### src/rtl/gsbc_pkg.sv
// gyro scale and bias calibration: shared types, constants and the range factor table
`default_nettype none

package gsbc_pkg;

    localparam int AXES        = 3;
    localparam int RAW_W       = 16;
    localparam int FACTOR_W    = 15;
    localparam int PROD_W      = 32;
    localparam int SCALE_SHIFT = 8;
    localparam int SCALED_W    = 23;
    localparam int RATE_W      = 24;
    localparam int SUM_W       = 32;
    localparam int SQ_W        = 2 * RATE_W - 1;
    localparam int MAG_W       = SQ_W + 2;
    localparam int LIM_W       = 32;
    localparam int CFG_W       = 16;
    localparam int CFG_IDX_W   = 2;
    localparam int RANGE_W     = 3;
    localparam int QUEUE_DEPTH = 2;
    localparam int Q_PTR_W     = $clog2(QUEUE_DEPTH);
    localparam int Q_CNT_W     = $clog2(QUEUE_DEPTH + 1);

    // configuration register indexes
    localparam logic [CFG_IDX_W-1:0] CFG_GYRO_RANGE  = 2'd0;
    localparam logic [CFG_IDX_W-1:0] CFG_CAL_SAMPLES = 2'd1;
    localparam logic [CFG_IDX_W-1:0] CFG_STILL_LIMIT = 2'd2;

    // range codes
    localparam logic [RANGE_W-1:0] RANGE_DPS2000  = 3'd0;
    localparam logic [RANGE_W-1:0] RANGE_DPS1000  = 3'd1;
    localparam logic [RANGE_W-1:0] RANGE_DPS500   = 3'd2;
    localparam logic [RANGE_W-1:0] RANGE_DPS250   = 3'd3;
    localparam logic [RANGE_W-1:0] RANGE_DPS125   = 3'd4;
    localparam logic [RANGE_W-1:0] RANGE_CODE_MAX = RANGE_DPS125;

    // opcodes
    localparam logic OP_SAMPLE  = 1'b0;
    localparam logic OP_RESTART = 1'b1;

    localparam logic [RANGE_W-1:0] RANGE_RESET       = RANGE_DPS1000;
    localparam logic [CFG_W-1:0]   CAL_SAMPLES_RESET = 16'd1000;
    localparam logic [CFG_W-1:0]   STILL_LIMIT_RESET = 16'd13107;

    localparam logic signed [RATE_W-1:0] RATE_MAX = 24'sh7FFFFF;
    localparam logic signed [RATE_W-1:0] RATE_MIN = 24'sh800000;
    localparam logic signed [SUM_W-1:0]  SUM_MAX  = 32'sh7FFFFFFF;
    localparam logic signed [SUM_W-1:0]  SUM_MIN  = 32'sh80000000;

    typedef struct packed {
        logic                              opcode;
        logic [AXES-1:0][SCALED_W-1:0]     scaled;
    } t_item;

    typedef enum logic [2:0] {
        S_IDLE,
        S_RATE,
        S_SQUARE,
        S_CHECK,
        S_DIV
    } t_back_state;

    // counts to Q6.16 rad/s, times 256
    function automatic logic [FACTOR_W-1:0] range_factor(input logic [RANGE_W-1:0] code);
        logic [FACTOR_W-1:0] f;
        case (code)
            RANGE_DPS2000: f = 15'd17872;
            RANGE_DPS1000: f = 15'd8936;
            RANGE_DPS500:  f = 15'd4468;
            RANGE_DPS250:  f = 15'd2234;
            RANGE_DPS125:  f = 15'd1117;
            default:       f = 15'd8936;
        endcase
        return f;
    endfunction

endpackage

`default_nettype wire

### src/rtl/gsbc_div.sv
// three-lane restoring divider for the bias means, one quotient bit per cycle
`default_nettype none

module gsbc_div import gsbc_pkg::*; #(
    parameter int COUNT_WIDTH = 16
) (
    input  logic                     i_clk,
    input  logic                     i_rst_n,
    input  logic                     i_start,
    input  logic signed [SUM_W-1:0]  i_dvd [AXES],
    input  logic [COUNT_WIDTH-1:0]   i_divisor,
    output logic                     o_busy,
    output logic                     o_done,
    output logic signed [RATE_W-1:0] o_quot [AXES]
);

    localparam int STEP_W = $clog2(SUM_W);

    logic                   r_busy;
    logic                   r_done;
    logic [STEP_W-1:0]      r_cnt;
    logic [COUNT_WIDTH-1:0] r_divisor;
    logic [SUM_W-1:0]       r_dvd [AXES];
    logic [COUNT_WIDTH-1:0] r_rem [AXES];
    logic                   r_neg [AXES];

    logic [COUNT_WIDTH:0]   w_trial [AXES];
    logic [COUNT_WIDTH:0]   w_diff  [AXES];
    logic                   w_bit   [AXES];
    logic [COUNT_WIDTH-1:0] w_rem   [AXES];
    logic [SUM_W-1:0]       w_mag   [AXES];

    assign o_busy = r_busy;
    assign o_done = r_done;

    always_comb begin
        for (int i = 0; i < AXES; i++) begin
            w_mag[i]   = i_dvd[i][SUM_W-1] ? SUM_W'(-i_dvd[i]) : SUM_W'(i_dvd[i]);
            w_trial[i] = {r_rem[i], r_dvd[i][SUM_W-1]};
            w_diff[i]  = w_trial[i] - {1'b0, r_divisor};
            w_bit[i]   = w_trial[i] >= {1'b0, r_divisor};
            w_rem[i]   = w_bit[i] ? w_diff[i][COUNT_WIDTH-1:0]
                                  : w_trial[i][COUNT_WIDTH-1:0];
        end
    end

    always_ff @(posedge i_clk) begin
        if (!i_rst_n) begin
            r_busy <= 1'b0;
            r_done <= 1'b0;
            r_cnt  <= '0;
        end else begin
            r_done <= 1'b0;
            if (i_start) begin
                r_busy <= 1'b1;
                r_cnt  <= STEP_W'(SUM_W - 1);
            end else if (r_busy) begin
                r_cnt <= r_cnt - STEP_W'(1);
                if (r_cnt == '0) begin
                    r_busy <= 1'b0;
                    r_done <= 1'b1;
                end
            end
        end
    end

    always_ff @(posedge i_clk) begin
        if (i_start) begin
            r_divisor <= i_divisor;
            for (int i = 0; i < AXES; i++) begin
                r_dvd[i] <= w_mag[i];
                r_rem[i] <= '0;
                r_neg[i] <= i_dvd[i][SUM_W-1];
            end
        end else if (r_busy) begin
            for (int i = 0; i < AXES; i++) begin
                r_dvd[i] <= {r_dvd[i][SUM_W-2:0], w_bit[i]};
                r_rem[i] <= w_rem[i];
            end
        end
    end

    // sign the quotient magnitude and clamp it to the rate range
    always_comb begin
        for (int i = 0; i < AXES; i++) begin
            if (r_neg[i]) begin
                if ((|r_dvd[i][SUM_W-1:RATE_W])
                    || (r_dvd[i][RATE_W-1] && (|r_dvd[i][RATE_W-2:0]))) begin
                    o_quot[i] = RATE_MIN;
                end else begin
                    o_quot[i] = -$signed(r_dvd[i][RATE_W-1:0]);
                end
            end else begin
                if (|r_dvd[i][SUM_W-1:RATE_W-1]) begin
                    o_quot[i] = RATE_MAX;
                end else begin
                    o_quot[i] = $signed(r_dvd[i][RATE_W-1:0]);
                end
            end
        end
    end

endmodule

`default_nettype wire

### config.mk
export PLATFORM = sky130hd
export DESIGN_NAME = gsbc_div
export DESIGN_NICKNAME = d
export VERILOG_FILES = /design/src/rtl/gsbc_pkg.sv /design/src/rtl/gsbc_div.sv
export SDC_FILE = /design/constraint.sdc
export NUM_CORES = 1
export LEC_CHECK = 0
export CORE_MARGIN = 3
export CORE_UTILIZATION = 45
export CTS_BUF_LIST = sky130_fd_sc_hd__clkbuf_4
export DETAILED_ROUTE_END_ITERATION = 8
export DONT_BUFFER_PORTS = 1
export PLACE_DENSITY = 0.67
export RECOVER_POWER = 100
export SYNTH_ARGS = -nofsm -noshare
export SYNTH_HDL_FRONTEND = slang
export SYNTH_SLANG_ARGS = --single-unit
export TNS_END_PERCENT = 10
### constraint.sdc
create_clock -name i_clk -period 3.9 [get_ports i_clk]
set_input_delay 0.78 -clock i_clk [delete_from_list [all_inputs] [get_ports i_clk]]
set_output_delay 0.78 -clock i_clk [all_outputs]
set_load 0.05 [all_outputs]
# After elaboration in Yosys (flattened, before gate mapping)
# Memories as Yosys holds them, arrays and structs flattened.
# Index checks and enable logic that the tools add are counted.
# classes
add_sub_neg	10
n_bitwise	8
n_lt_le_gt_ge	3
muxes	32
reduce_logical	18
# op_table
operator	n
$mux 24	9
$mux 32	6
$mux 16	6
$neg 32->32	3
$neg 24->24	3
$reduce_or 23->1	3
$ge 17x16->1	3
$sub 16x16->16	3
$reduce_or 9->1	3
$reduce_or 8->1	3
$mux 5	2
$mux 1	9
$or 1x1->1	6
$logic_not 5->1	1
$sub 5x1->5 const B	1
$logic_and 1x1->1	3
$logic_or 1x1->1	3
$reduce_or 3->1	1
$not 1->1	2
$reduce_bool 2->1	1
# totals
output_inout_bits	74
n_memories	3
ramBits	147
elab_cells	78
in_bits	115
regBits	23
# mem_list
memory	words	word_bits	read_ports	rd_clocked_by_memory_dff	wr	line	text
r_dvd	3	32	3	0	3	gsbc_div.sv:23	logic [SUM_W-1:0] r_dvd [AXES];
r_rem	3	16	3	0	3	gsbc_div.sv:24	logic [COUNT_WIDTH-1:0] r_rem [AXES];
r_neg	3	1	3	0	3	gsbc_div.sv:25	logic r_neg [AXES];

# Depth between registers and ports, before layout
# Gate-level depths: netlist (run 1).
# depth
ltp_word	5
ltp_mapped	12

# Least setup slack after synthesis (run 1)
# No wires, ideal clock.
# synth_timing
path_kind	register to output
startpoint	mem r_dvd[0][0]
endpoint	out o_quot[56] (netlist bit)
required_ps	3120
setup_slack_ps	-1276
stages_incl_launch_ff	10
arrival_ps	4396
n_path_buf	1
path_cell_list	edfxtp_1 > inv_1 > ha_1 > or3b_1 > or4_1 > buf_2 > or4_1 > a21o_1 > or2_4 > o311ai_0
# synth_rtl
element	line	text
from (decl)	gsbc_div.sv:23	
to (decl)	gsbc_div.sv:14	output logic signed [RATE_W-1:0] o_quot [AXES]

==> results of run 1 <==
==> Yosys cell counts, types with 8 or more instances <==
| library cell | count | share of area |
|---|---|---|
| a21oi_1 | 94 | 0.036 |
| nor2b_1 | 12 | 0.0057 |
| a311oi_1 | 11 | 0.0073 |
| edfxtp_1 | 163 | 0.37 |
| o41ai_1 | 18 | 0.012 |
| a211oi_1 | 11 | 0.0063 |
| o31ai_1 | 31 | 0.018 |
| ha_1 | 56 | 0.053 |
| or3_1 | 31 | 0.015 |
| mux2i_1 | 41 | 0.031 |
| nand3_1 | 23 | 0.0087 |
| xnor2_1 | 34 | 0.023 |
| nand4_1 | 8 | 0.0038 |
| or2_2 | 13 | 0.0062 |
| o22ai_1 | 14 | 0.0067 |
| o311ai_0 | 15 | 0.010 |
| clkbuf_1 | 68 | 0.019 |
| a21o_1 | 13 | 0.0074 |
| nand2b_1 | 14 | 0.0067 |
| o21a_1 | 13 | 0.0074 |
| nand2_1 | 218 | 0.062 |
| inv_1 | 57 | 0.016 |
| xor2_1 | 94 | 0.063 |
| a31oi_1 | 11 | 0.0052 |
| nor3_1 | 43 | 0.016 |
| or4_1 | 19 | 0.011 |
| nor4_1 | 22 | 0.010 |
| o21ai_0 | 174 | 0.066 |
| nor2_1 | 138 | 0.039 |
==> what timing repair did <==
item | in CTS | in global routing
setup endpoints to repair | 69 | 69
pin swaps | 27 | 8
resized for setup | 102 | 36
setup buffers | 11 | 4
gates cloned | 0 | 1
==> layer usage <==
layer	wire, um	track usage	up-vias
met5	0	0	-
met4	989	0.0763	0
met3	2270	0.0397	67
met2	16600	0.362	384
met1	15900	0.294	5685
li1	-	-	5833
==> metrics by stage <==
stage | setup slack, ns | utilization | instances | instance area [um^2] | total power (W)
detailed placement | 0.0136 | 0.522 | 1964 | 14800 | 0.00435
global placement | 0.0858 | 0.522 | 1964 | 14800 | 0.00431
finish | -0.475 | 0.553 | 2013 | 15700 | 0.00547
global route | -0.627 | 0.553 | 2013 | 15700 | 0.00580
floorplan | -0.421 | - | 1535 | 13300 | 0.00380
CTS | -0.545 | 0.548 | 2007 | 15500 | 0.00548
==> where the power goes <==
group / internal (W) / total (W) / switching (W)
sequential: 0.00226 / 0.00248 / 0.000217
combinational: 0.000807 / 0.00195 / 0.00114
clock: 0.000349 / 0.00105 / 0.000701
==> sequential cells by signal, indices dropped and copies added (netlist names) <==
register	count
r_divisor	16
o_done	1
r_rem	48
r_cnt	5
r_neg	3
o_busy	1
r_dvd	96
==> cell families (layout without fill, tap and decap cells) <==
logic type / Yosys count / after routing / share of synthesized area
other: 0 / 1 / 0
adders and majority gates: 59 / 59 / 0.0578
AOI/OAI and AO/OA: 446 / 446 / 0.209
and+or+nand+nor: 559 / 560 / 0.196
buffers and inverters: 132 / 230 / 0.0385
muxes: 41 / 41 / 0.0312
DFF: 170 / 170 / 0.383
xor gates and xnor gates: 128 / 128 / 0.0852
==> how the worst max path moves through the flow <==
stage                            start          to  slack (ns)  cells after the start
after global routing       r_dvd[0][0]  o_quot[64]       -0.63                     12
after CTS                  r_dvd[0][0]  o_quot[64]       -0.54                     12
final                      r_dvd[0][0]  o_quot[64]       -0.48                     12
after detailed placement   r_dvd[0][0]  o_quot[70]        0.01                     12
after floorplan           r_dvd[0][72]  o_quot[12]       -0.42                      8
after global placement     r_dvd[0][0]  o_quot[64]        0.09                     12
==> worst reg2reg max path, cell delays in order (launching register included) <==
cell and delay, ns:
dfxtp_1 0.92, nor2b_1 1.48, clkbuf_4 0.87, o21ai_0 0.26
==> area by class of cell <==
| type | count | area (um^2) | share of cell area |
|---|---|---|---|
| multi-input cells | 1234 | 8220 | 0.525 |
| repair buffers | 140 | 1430 | 0.0912 |
| well taps | 378 | 473 | 0.0302 |
| clock inverters | 13 | 134 | 0.00855 |
| flip-flops and latches | 170 | 5030 | 0.322 |
| inverters | 58 | 218 | 0.0139 |
| clock buffers | 19 | 143 | 0.00911 |
| diodes | 1 | 2.50 | 0.000160 |
==> out/results.tsv, run 1 <==
stage	metric	value	unit
global_route	overflow	0	
synthesis	syn_inst	1535	
worst_setup_path	r2r_start	o_busy	
synthesis	ys_warn_count	0	
worst_setup_path	slowest_stage	edfxtp_1	
routing	drt_iter0_markers	1015	
clock_network	holdBufCountCts	0	
worst_setup_path	endpoint_kind	output pin	
cells_and_area	n_fill_cell	2562	
floorplan	fp.dieH	177	um
global_route	grt_max_degree	92	
synthesis	synth-async-reset-ratio	0	
routing	routed_via_density	5.95	
worst_setup_path	critPathKind	reg2out	
clock_network	cts-root-buf	clkbuf_4	
synthesis	synth_cell_types	65	
pwr	power.density	350	nW/um^2
min_path	min_to	r_divisor[10]	
timing	maxSlewHeadroom	-0.242	
timing	fin_crit	4.38	ns
worst_setup_path	slowest_delay	0.43	ns
place	portBuffers	0	
timing	hold_viol_final	0	
timing	final.period_utilization	1.12	
cells_and_area	final_cell_mix	nand2_1, edfxtp_1, o21ai_0, nor2_1, xor2_1	
min_path	hold_start	i_divisor[10]	
worst_setup_path	reg2reg_depth	3	
clock_network	path_clk_slew	0.17	ns
status	violations	max-capacitance violations, max-slew violations, negative setup slack	
worst_setup_path	reg2reg_to	r_dvd[0][20]	
run	maxCapViolations	1	
clock_network	clk_latency	0.58	ns
cells_and_area	nets	1795	
worst_setup_path	crit_buf_inv	3	
synthesis	syn_nets	1709	
timing	rsz0062_at_grt	yes	
cells_and_area	syn_to_final_growth	18.9	%
synthesis	avgSynthCellArea	8.57	um^2
clock_network	clockBufferDepth	2	
clock_network	cts_tree	built	
clock_network	cts.sinks	170	
worst_setup_path	arrival	3.60	ns
floorplan	ios	189	
worst_setup_path	critPathLaunchType	register	
status	status	complete, but fails checks	
floorplan	coreArea	28300	um^2
pwr	ir_worst_vdd	179	uV
place	place.gp.congestion	0.917	
timing	fin_ws	-0.475	ns
global_route	grt_pass1_wl	56300	um
global_route	first_global_vias	11286	
pwr	p_leak	5.80	nW
synthesis	ys_seq_area_frac	0.383	
global_route	antenna_found_initial	2	
timing	skew	0.0290	ns
min_path	hold_class	in2reg	
routing	first_pass_iters	5	
clock_network	htree_num_levels	4	
routing	vias	11969	
cells_and_area	drive_above_1_share	0.173	
timing	finalHoldWorstSlack	0.281	ns
floorplan	die_x	177	um
synthesis	synth_seq_cells	170	
routing	wl_per_cell	17.8	um
synthesis	synthFlopType	edfxtp_1	
worst_setup_path	critical_path.cell_chain	inv_2 > ha_4 > or3b_4 > or4_4 > buf_6 > or2_4 > or3_4 > or4_1 > nand3_1 > o21ai_1 > nand2_1 > buf_12	
synthesis	netlist_area	13200	um^2
timing	setup_viol	63	
timing	timing.fmax	229	MHz
routing	wl	35700	um
timing	drv_slew	30	
floorplan	initial_utilization	0.465	
routing	post-route-drc-count	0	
timing	worstMarginPinSlew	1.86	ns
cells_and_area	final_common_cell	nand2_1	
floorplan	dieArea	31300	um^2
timing	timing.setup.tns	-14.32	ns
worst_setup_path	cpLargestDelayFamily	simple AND/OR/NAND/NOR gates	
floorplan	rows	61	
worst_setup_path	critPathMaxFanout	4	
place	hpwlAfterDp	26000	um
clock_network	cts_made_buffers	17	
synthesis	synth_enable_flop_cells	163	
worst_setup_path	rrSetupSlack	0.09	ns
worst_setup_path	worstPathRequired	3.12	ns
global_route	track_usage	0.221	
min_path	min_path_cells	0	
routing	ant_nets	0	
Note: power is estimated with default switching activity, not from simulation.
==> run 2, diff against run 1 <==
--- a/config.mk
+++ b/config.mk
@@ -5,9 +5,10 @@
 export SDC_FILE = /design/constraint.sdc
 export NUM_CORES = 1
 export LEC_CHECK = 0
+export ABC_AREA = 1
 export CORE_MARGIN = 3
 export CORE_UTILIZATION = 45
-export CTS_BUF_LIST = sky130_fd_sc_hd__clkbuf_4
+export CTS_BUF_LIST = sky130_fd_sc_hd__clkbuf_4 sky130_fd_sc_hd__clkbuf_8
 export DETAILED_ROUTE_END_ITERATION = 8
 export DONT_BUFFER_PORTS = 1
 export PLACE_DENSITY = 0.67
==> out/results.tsv, run 2 <==
stage	metric	value	unit	change
synthesis	synth_enable_flop_cells	163		unchanged
synthesis	synth_simple_gate_area_share	0.376		was 0.196
synthesis	synthTopCellsByArea	edfxtp_1, nand2_1, nor2_1		was edfxtp_1, o21ai_0, xor2_1
worst_setup_path	critPathMaxFanout	5		was 4
synthesis	avgSynthCellArea	6.59	um^2	was 8.57 um^2
pwr	power_switching	0.00243	W	was 0.00206 W
synthesis	synth_top_family_by_area	simple AND/OR/NAND/NOR gates		was compound AO/OA/AOI/OAI gates
global_route	grt_pass1_wl	75700	um	was 56300 um
worst_setup_path	critPathKind	reg2out		unchanged
synthesis	synth_compound_area_frac	0.0948		was 0.209
clock_network	cts-root-buf	clkbuf_8		was clkbuf_4
clock_network	clockBufferDepth	2		unchanged
routing	wl_per_cell	16.2	um	was 17.8 um
cells_and_area	top_register	r_dvd		unchanged
timing	drv_slew	191		was 30
floorplan	ios	189		unchanged
global_route	grt_max_degree	146		was 92
routing	vias	15570		was 11969
worst_setup_path	critPathLaunchType	register		unchanged
clock_network	post_cts_buffers	0		was 11
floorplan	fp.dieH	193	um	was 177 um
cells_and_area	largest_reg_flops	96		unchanged
clock_network	htree_num_levels	4		unchanged
timing	fin_crit	3.63	ns	was 4.38 ns
timing	hold_viol_final	0		unchanged
synthesis	synth.most_common_cell	nand2_1		unchanged
routing	routed_via_density	5.38		was 5.95
pwr	pwr-share-seq	0.420		was 0.452
timing	setup_viol	0		was 63
synthesis	ys_seq_area_frac	0.318		was 0.383
cells_and_area	final_common_cell	nand2_1		unchanged
synthesis	synth_cell_types	47		was 65
global_route	track_usage	0.246		was 0.221
worst_setup_path	endpoint_kind	output pin		unchanged
floorplan	die_x	193	um	was 177 um
clock_network	clk_latency	0.52	ns	was 0.58 ns
status	status	complete, but fails checks		unchanged
synthesis	synth_xor_area_frac	0.0626		was 0.0852
pwr	p_int	0.00340	W	was 0.00342 W
timing	timing.fmax	275	MHz	was 229 MHz
global_route	first_global_vias	14551		was 11286
cells_and_area	seqCellArea	5030	um^2	unchanged
timing	skew	0.0223	ns	was 0.0290 ns
routing	post-route-drc-count	0		unchanged
synthesis	synth-async-reset-ratio	0		unchanged
global_route	antenna_found_initial	0		was 2
routing	first_pass_iters	7		was 5
clock_network	cts_made_buffers	17		unchanged
routing	wl	46900	um	was 35700 um
synthesis	ys_warn_count	0		unchanged
cells_and_area	n_fill_cell	3571		was 2562
cells_and_area	final_cell_mix	nand2_1, nor2_1, inv_1, nand3_1, o21ai_0		was nand2_1, edfxtp_1, o21ai_0, nor2_1, xor2_1
place	place.gp.congestion	1.01		was 0.917
floorplan	rows	68		was 61
routing	ant_nets	0		unchanged
synthesis	synth_seq_cells	170		unchanged
pwr	power.density	345	nW/um^2	was 350 nW/um^2
pwr	switching_share	0.417		was 0.376
pwr	comb_power_share	0.360		was 0.356
synthesis	synth_top_area_frac	0.309		was 0.372
floorplan	initial_utilization	0.457		was 0.465
worst_setup_path	arrival	2.85	ns	was 3.60 ns
cells_and_area	syn_to_final_growth	6.90	%	was 18.9%
min_path	hold_class	in2reg		unchanged
timing	final.period_utilization	0.932		was 1.12
synthesis	synth_area_leader_cell	edfxtp_1		unchanged
timing	rsz0062_at_grt	no		was yes
timing	maxSlewHeadroom	-0.376		was -0.242
pwr	p_clk_frac	0.220		was 0.192
clock_network	cts_tree	built		unchanged
timing	worstMarginPinSlew	2.06	ns	was 1.86 ns
global_route	overflow	0		unchanged
cells_and_area	multi_input_area	9190	um^2	was 8220 um^2
routing	drt_iter0_markers	1145		was 1015
synthesis	synth_common_cells	nand2_1, nor2_1, inv_1		was nand2_1, o21ai_0, edfxtp_1
timing	timing.setup.tns	0	ns	was -14.32 ns
clock_network	holdBufCountCts	0		unchanged
clock_network	cts.sinks	170		unchanged
run	maxCapViolations	2		was 1
place	portBuffers	0		unchanged
pwr	p_leak	7.89	nW	was 5.80 nW
synthesis	synth.area.mux_share	0		was 0.0312
place	dp.cells	2863		was 1964
worst_setup_path	worstPathRequired	3.12	ns	about the same
synthesis	netlist_area	15800	um^2	was 13200 um^2
floorplan	dieArea	37400	um^2	was 31300 um^2
synthesis	synth_fa_ha_area_frac	0.0481		was 0.0578
cells_and_area	nets	2601		was 1795
clock_network	path_clk_slew	0.10	ns	was 0.17 ns
status	violations	max-capacitance violations, max-slew violations		was max-capacitance violations, max-slew violations, negative setup slack
synthesis	synthFlopType	edfxtp_1		unchanged
cells_and_area	n_antenna_cell	0		was 1
synthesis	syn_inst	2400		was 1535
cells_and_area	largestRegisters	r_dvd: 96 flops, r_rem: 48 flops, r_divisor: 16 flops		unchanged
synthesis	syn_nets	2574		was 1709
floorplan	coreArea	34600	um^2	was 28300 um^2
cells_and_area	drive_above_1_share	0.0734		was 0.173
pwr	ir_worst_vdd	235	uV	was 179 uV
cells_and_area	fin_cells	2895		was 2013
place	hpwlAfterDp	35900	um	was 26000 um
run 2: changes by cell type in the layout (fill, tap and decap cells not counted), moves of 27 or more:
cell	previous run	this run
nand3b_1	2	35
mux2i_1	41	0
o31ai_1	30	3
nand4_1	8	40
inv_1	54	305
buf_6	54	0
nor2_1	133	317
nand3_1	23	228
o21ai_0	161	205
nand2_1	216	674
a21oi_1	80	31
run 2: per-layer routing:
layer  global-route usage  up-vias  wire length [um]
li1                     -     7843                 -
met1                0.331     7165             20800
met2                0.397      500             21500
met3               0.0622       62              3660
met4               0.0627        0               983
met5                    0        -                 0
run 2: worst max-delay path: stages, from the launching register on:
cell      delay (ns)
edfxtp_1        0.47
inv_1           0.12
ha_1            0.26
nand2_1         0.16
nor2_4          0.15
inv_2           0.07
nor2_4          0.13
nand3_2         0.08
nand2_2         0.09
and2_0          0.31
nand3_1         0.12
nand2_1         0.39
run 2: layout make-up:
class / count / share of cell area
multi-input combinational: 1830 / 0.543
sequential: 170 / 0.298
inverter: 335 / 0.0746
tap: 455 / 0.0337
timing repair buffer: 73 / 0.0283
clock buffer: 17 / 0.0138
clock inverter: 15 / 0.00858
run 2: through the flow:
stage / power (W) / setup WS [ns] / hold slack, ns / util / instance area, um^2
2_1_floorplan: 0.00407 / 0.338 / 0.448 / - / 15800
3_3_place_gp: 0.00455 / 0.854 / 0.465 / 0.480 / 16600
3_5_place_dp: 0.00458 / 0.786 / 0.468 / 0.480 / 16600
4_1_cts: 0.00586 / 0.205 / 0.317 / 0.491 / 17000
5_1_grt: 0.00622 / 0.0327 / 0.313 / 0.488 / 16900
6_report: 0.00583 / 0.267 / 0.360 / 0.488 / 16900
run 2: repair_timing:
action | in CTS | in global routing
hold endpoints to repair | 0 | 0
endpoints found under the setup margin | 0 | 1
gates resized for setup | 0 | 1
run 2: path summary, 6_finish.rpt:
kind                      start            end  slack, ns  cells after the start
setup reg to reg         o_busy   r_dvd[0][42]       0.45                      4
setup / recovery   r_dvd[0][64]     o_quot[11]       0.27                     11
hold / removal    i_divisor[11]  r_divisor[11]       0.36                      0
hold reg to reg        r_cnt[4]       r_cnt[4]       0.48                      2
run 2: cell families (layout without fill, tap and decap cells):
| group | count (synthesis) | in the layout |
|---|---|---|
| and+or+nand+nor | 1371 | 1371 |
| buffers and inverters | 400 | 440 |
| AOI/OAI and AO/OA | 287 | 287 |
| DFF | 170 | 170 |
| xor gates and xnor gates | 113 | 113 |
| adders and majority gates | 59 | 59 |
run 2: power groups by stage:
stage	logic, W	registers (W)	clock network [W]
floorplan	0.00165	0.00242	0
global placement	0.00208	0.00247	0
detailed placement	0.00210	0.00248	0
CTS	0.00211	0.00244	0.00131
global route	0.00235	0.00247	0.00139
finish	0.00210	0.00245	0.00128
==> run 3, diff against run 2 <==
--- a/config.mk
+++ b/config.mk
@@ -5,13 +5,12 @@
 export SDC_FILE = /design/constraint.sdc
 export NUM_CORES = 1
 export LEC_CHECK = 0
-export ABC_AREA = 1
 export CORE_MARGIN = 3
-export CORE_UTILIZATION = 45
+export CORE_UTILIZATION = 50
 export CTS_BUF_LIST = sky130_fd_sc_hd__clkbuf_4 sky130_fd_sc_hd__clkbuf_8
 export DETAILED_ROUTE_END_ITERATION = 8
 export DONT_BUFFER_PORTS = 1
-export PLACE_DENSITY = 0.67
+export PLACE_DENSITY = 0.72
 export RECOVER_POWER = 100
 export SYNTH_ARGS = -nofsm -noshare
 export SYNTH_HDL_FRONTEND = slang
==> out/results.tsv, run 3 (same netlist as run 1, synthesis figures left out) <==
stage	metric	value	unit	change
status	status	complete, but fails checks		unchanged
status	violations	max-capacitance violations, max-slew violations, negative setup slack		was max-capacitance violations, max-slew violations
global_route	antenna_found_initial	0		unchanged
timing	fin_ws	-0.359	ns	was 0.267 ns
routing	wl_per_cell	18.0	um	was 16.2 um
min_path	hold_class	in2reg		unchanged
floorplan	fp.dieH	168	um	was 193 um
pwr	ir_worst_vdd	191	uV	was 235 uV
floorplan	rows	58		was 68
worst_setup_path	reg2reg_depth	11		was 4
clock_network	cts-root-buf	clkbuf_8		unchanged
clock_network	holdBufCountCts	0		unchanged
cells_and_area	largestRegisters	r_dvd: 96 flops, r_rem: 48 flops, r_divisor: 16 flops		unchanged
pwr	p_clk_frac	0.221		was 0.220
cells_and_area	n_fill_cell	2119		was 3571
cells_and_area	final_area	15500	um^2	was 16900 um^2
cells_and_area	multi_input_area	8160	um^2	was 9190 um^2
timing	maxSlewHeadroom	-0.338		was -0.376
pwr	comb_power_share	0.337		was 0.360
pwr	p_leak	5.81	nW	was 7.89 nW
global_route	grt_max_degree	137		was 146
worst_setup_path	endpoint_kind	output pin		unchanged
place	hpwlAfterDp	25600	um	was 35900 um
routing	post-route-drc-count	0		unchanged
cells_and_area	nets	1798		was 2601
routing	routed_via_density	6.07		was 5.38
worst_setup_path	cp-startpoint	r_dvd[0][0]		was r_dvd[0][64]
cells_and_area	final_cell_mix	nand2_1, o21ai_0, edfxtp_1, nor2_1, xor2_1		was nand2_1, nor2_1, inv_1, nand3_1, o21ai_0
pwr	power.density	361	nW/um^2	was 345 nW/um^2
routing	drt_iter0_markers	1220		was 1145
routing	vias	11935		was 15570
timing	worstMarginPinSlew	2.01	ns	was 2.06 ns
timing	final.period_utilization	1.09		was 0.932
worst_setup_path	arrival	3.48	ns	was 2.85 ns
timing	setup_viol	41		was 0
run	maxCapViolations	2		unchanged
worst_setup_path	worstSetupEndpoint	o_quot[70]		was o_quot[11]
place	place.gp.congestion	0.927		was 1.01
worst_setup_path	rrSetupSlack	0.12	ns	was 0.45 ns
timing	fin_crit	4.26	ns	was 3.63 ns
global_route	track_usage	0.243		was 0.246
clock_network	htree_num_levels	4		unchanged
pwr	power	0.00562	W	was 0.00583 W
clock_network	cts_made_buffers	17		unchanged
place	dpl-instance-area	14600	um^2	was 16600 um^2
cells_and_area	largest_reg_flops	96		unchanged
worst_setup_path	worstPathRequired	3.12	ns	about the same
pwr	switching_share	0.358		was 0.417
floorplan	die_x	168	um	was 193 um
timing	hold_viol_final	0		unchanged
worst_setup_path	critPathKind	reg2out		unchanged
timing	skew	0.0135	ns	was 0.0223 ns
global_route	overflow	0		unchanged
routing	first_pass_iters	8		was 7
place	portBuffers	0		unchanged
cells_and_area	seqCellArea	5030	um^2	unchanged
cells_and_area	drive_above_1_share	0.164		was 0.0734
clock_network	clockBufferDepth	2		unchanged
timing	rsz0062_at_grt	yes		was no
cells_and_area	fin_cells	1966		was 2895
global_route	grt_pass1_wl	57100	um	was 75700 um
clock_network	clk_latency	0.45	ns	was 0.52 ns
floorplan	dieArea	28300	um^2	was 37400 um^2
routing	ant_nets	0		unchanged
place	pre_cts_ws	0.0355	ns	was 0.786 ns
clock_network	cts_tree	built		unchanged
timing	timing.setup.tns	-6.45	ns	was 0 ns
pwr	pwr-share-seq	0.441		was 0.420
place	dp.cells	1908		was 2863
worst_setup_path	critPathLaunchType	register		unchanged
global_route	first_global_vias	11311		was 14551
pwr	power_switching	0.00201	W	was 0.00243 W
timing	drv_slew	86		was 191
cells_and_area	top_register	r_dvd		unchanged
clock_network	path_clk_slew	0.09	ns	was 0.10 ns
worst_setup_path	critPathMaxFanout	3		was 5
worst_setup_path	reg2reg_to	r_rem[0][21]		was r_dvd[0][42]
pwr	p_int	0.00360	W	was 0.00340 W
timing	timing.fmax	235	MHz	was 275 MHz
cells_and_area	final_common_cell	nand2_1		unchanged
floorplan	coreArea	25500	um^2	was 34600 um^2
floorplan	initial_utilization	0.515		was 0.457
floorplan	ios	189		unchanged
routing	wl	35400	um	was 46900 um
worst_setup_path	r2r_start	r_divisor[1]		was o_busy
cells_and_area	syn_to_final_growth	18.1	%	was 6.90%
cells_and_area	n_antenna_cell	0		unchanged
clock_network	cts.sinks	170		unchanged
[run 3: cell types whose count changed in the layout (fill, tap and decap cells not counted), sizes merged, moves of 28 or more]
cell and delta:
nand2 -468, inv -286, nand3 -215, nor2 -191, buf +87, a21oi +63
o21ai -58, mux2i +41, nand3b -33, nand4 -32, or3 +31, o31ai +28
[run 3: worst min-delay path by stage]
| stage | startpoint | to | cells past startpoint |
|---|---|---|---|
| CTS | i_divisor[0] | r_divisor[0] | 0 |
| finish | i_divisor[8] | r_divisor[8] | 0 |
| floorplan | r_cnt[4] | o_done | 2 |
| global placement | r_dvd[0][27] | r_dvd[0][28] | 2 |
| global route | i_divisor[7] | r_divisor[7] | 0 |
| detailed placement | r_dvd[0][90] | r_dvd[0][91] | 2 |
[run 3: routing by layer]
layer / global-route usage / part of all wire / vias up
met3: 0.0542 / 0.073 / 53
met5: 0 / 0 / -
met1: 0.321 / 0.43 / 5650
li1: - / - / 5845
met2: 0.402 / 0.47 / 387
met4: 0.0687 / 0.018 / 0
[run 3: worst max-delay path, stage by stage, from the launching register on]
cell	delay (ns)
edfxtp_1	0.42
inv_2	0.10
ha_4	0.13
or3b_4	0.37
or4_4	0.43
buf_6	0.13
buf_6	0.11
nor3_4	0.19
inv_2	0.08
or3_4	0.41
nor3_4	0.13
mux2i_1	0.21
o22ai_1	0.10
buf_4	0.21
[run 3: final cells by class]
cell class                 count  area share
tap                          330      0.0266
timing repair buffer         143      0.0866
sequential                   170       0.324
clock inverter                12     0.00805
clock buffer                  19      0.0160
inverter                      58      0.0140
multi-input combinational   1234       0.525
[run 3: timing repair]
action,CTS,global route
setup endpoints to repair,66,68
resized for setup,94,16
buffers inserted,22,5
gates cloned,1,0
pin swaps,24,9
[run 3: per-stage QoR]
step / hold slack [ns] / util
floorplan: 0.518 / -
global placement: 0.539 / 0.573
detailed placement: 0.550 / 0.573
CTS: 0.377 / 0.609
global route: 0.365 / 0.609
finish: 0.412 / 0.609
[run 3: power by group through the flow]
stage	Clock, W	Sequential, W	Combinational (W)
floorplan	0	0.00243	0.00137
global placement	0	0.00249	0.00178
detailed placement	0	0.00250	0.00182
CTS	0.00128	0.00247	0.00190
global route	0.00134	0.00250	0.00208
finish	0.00124	0.00248	0.00190
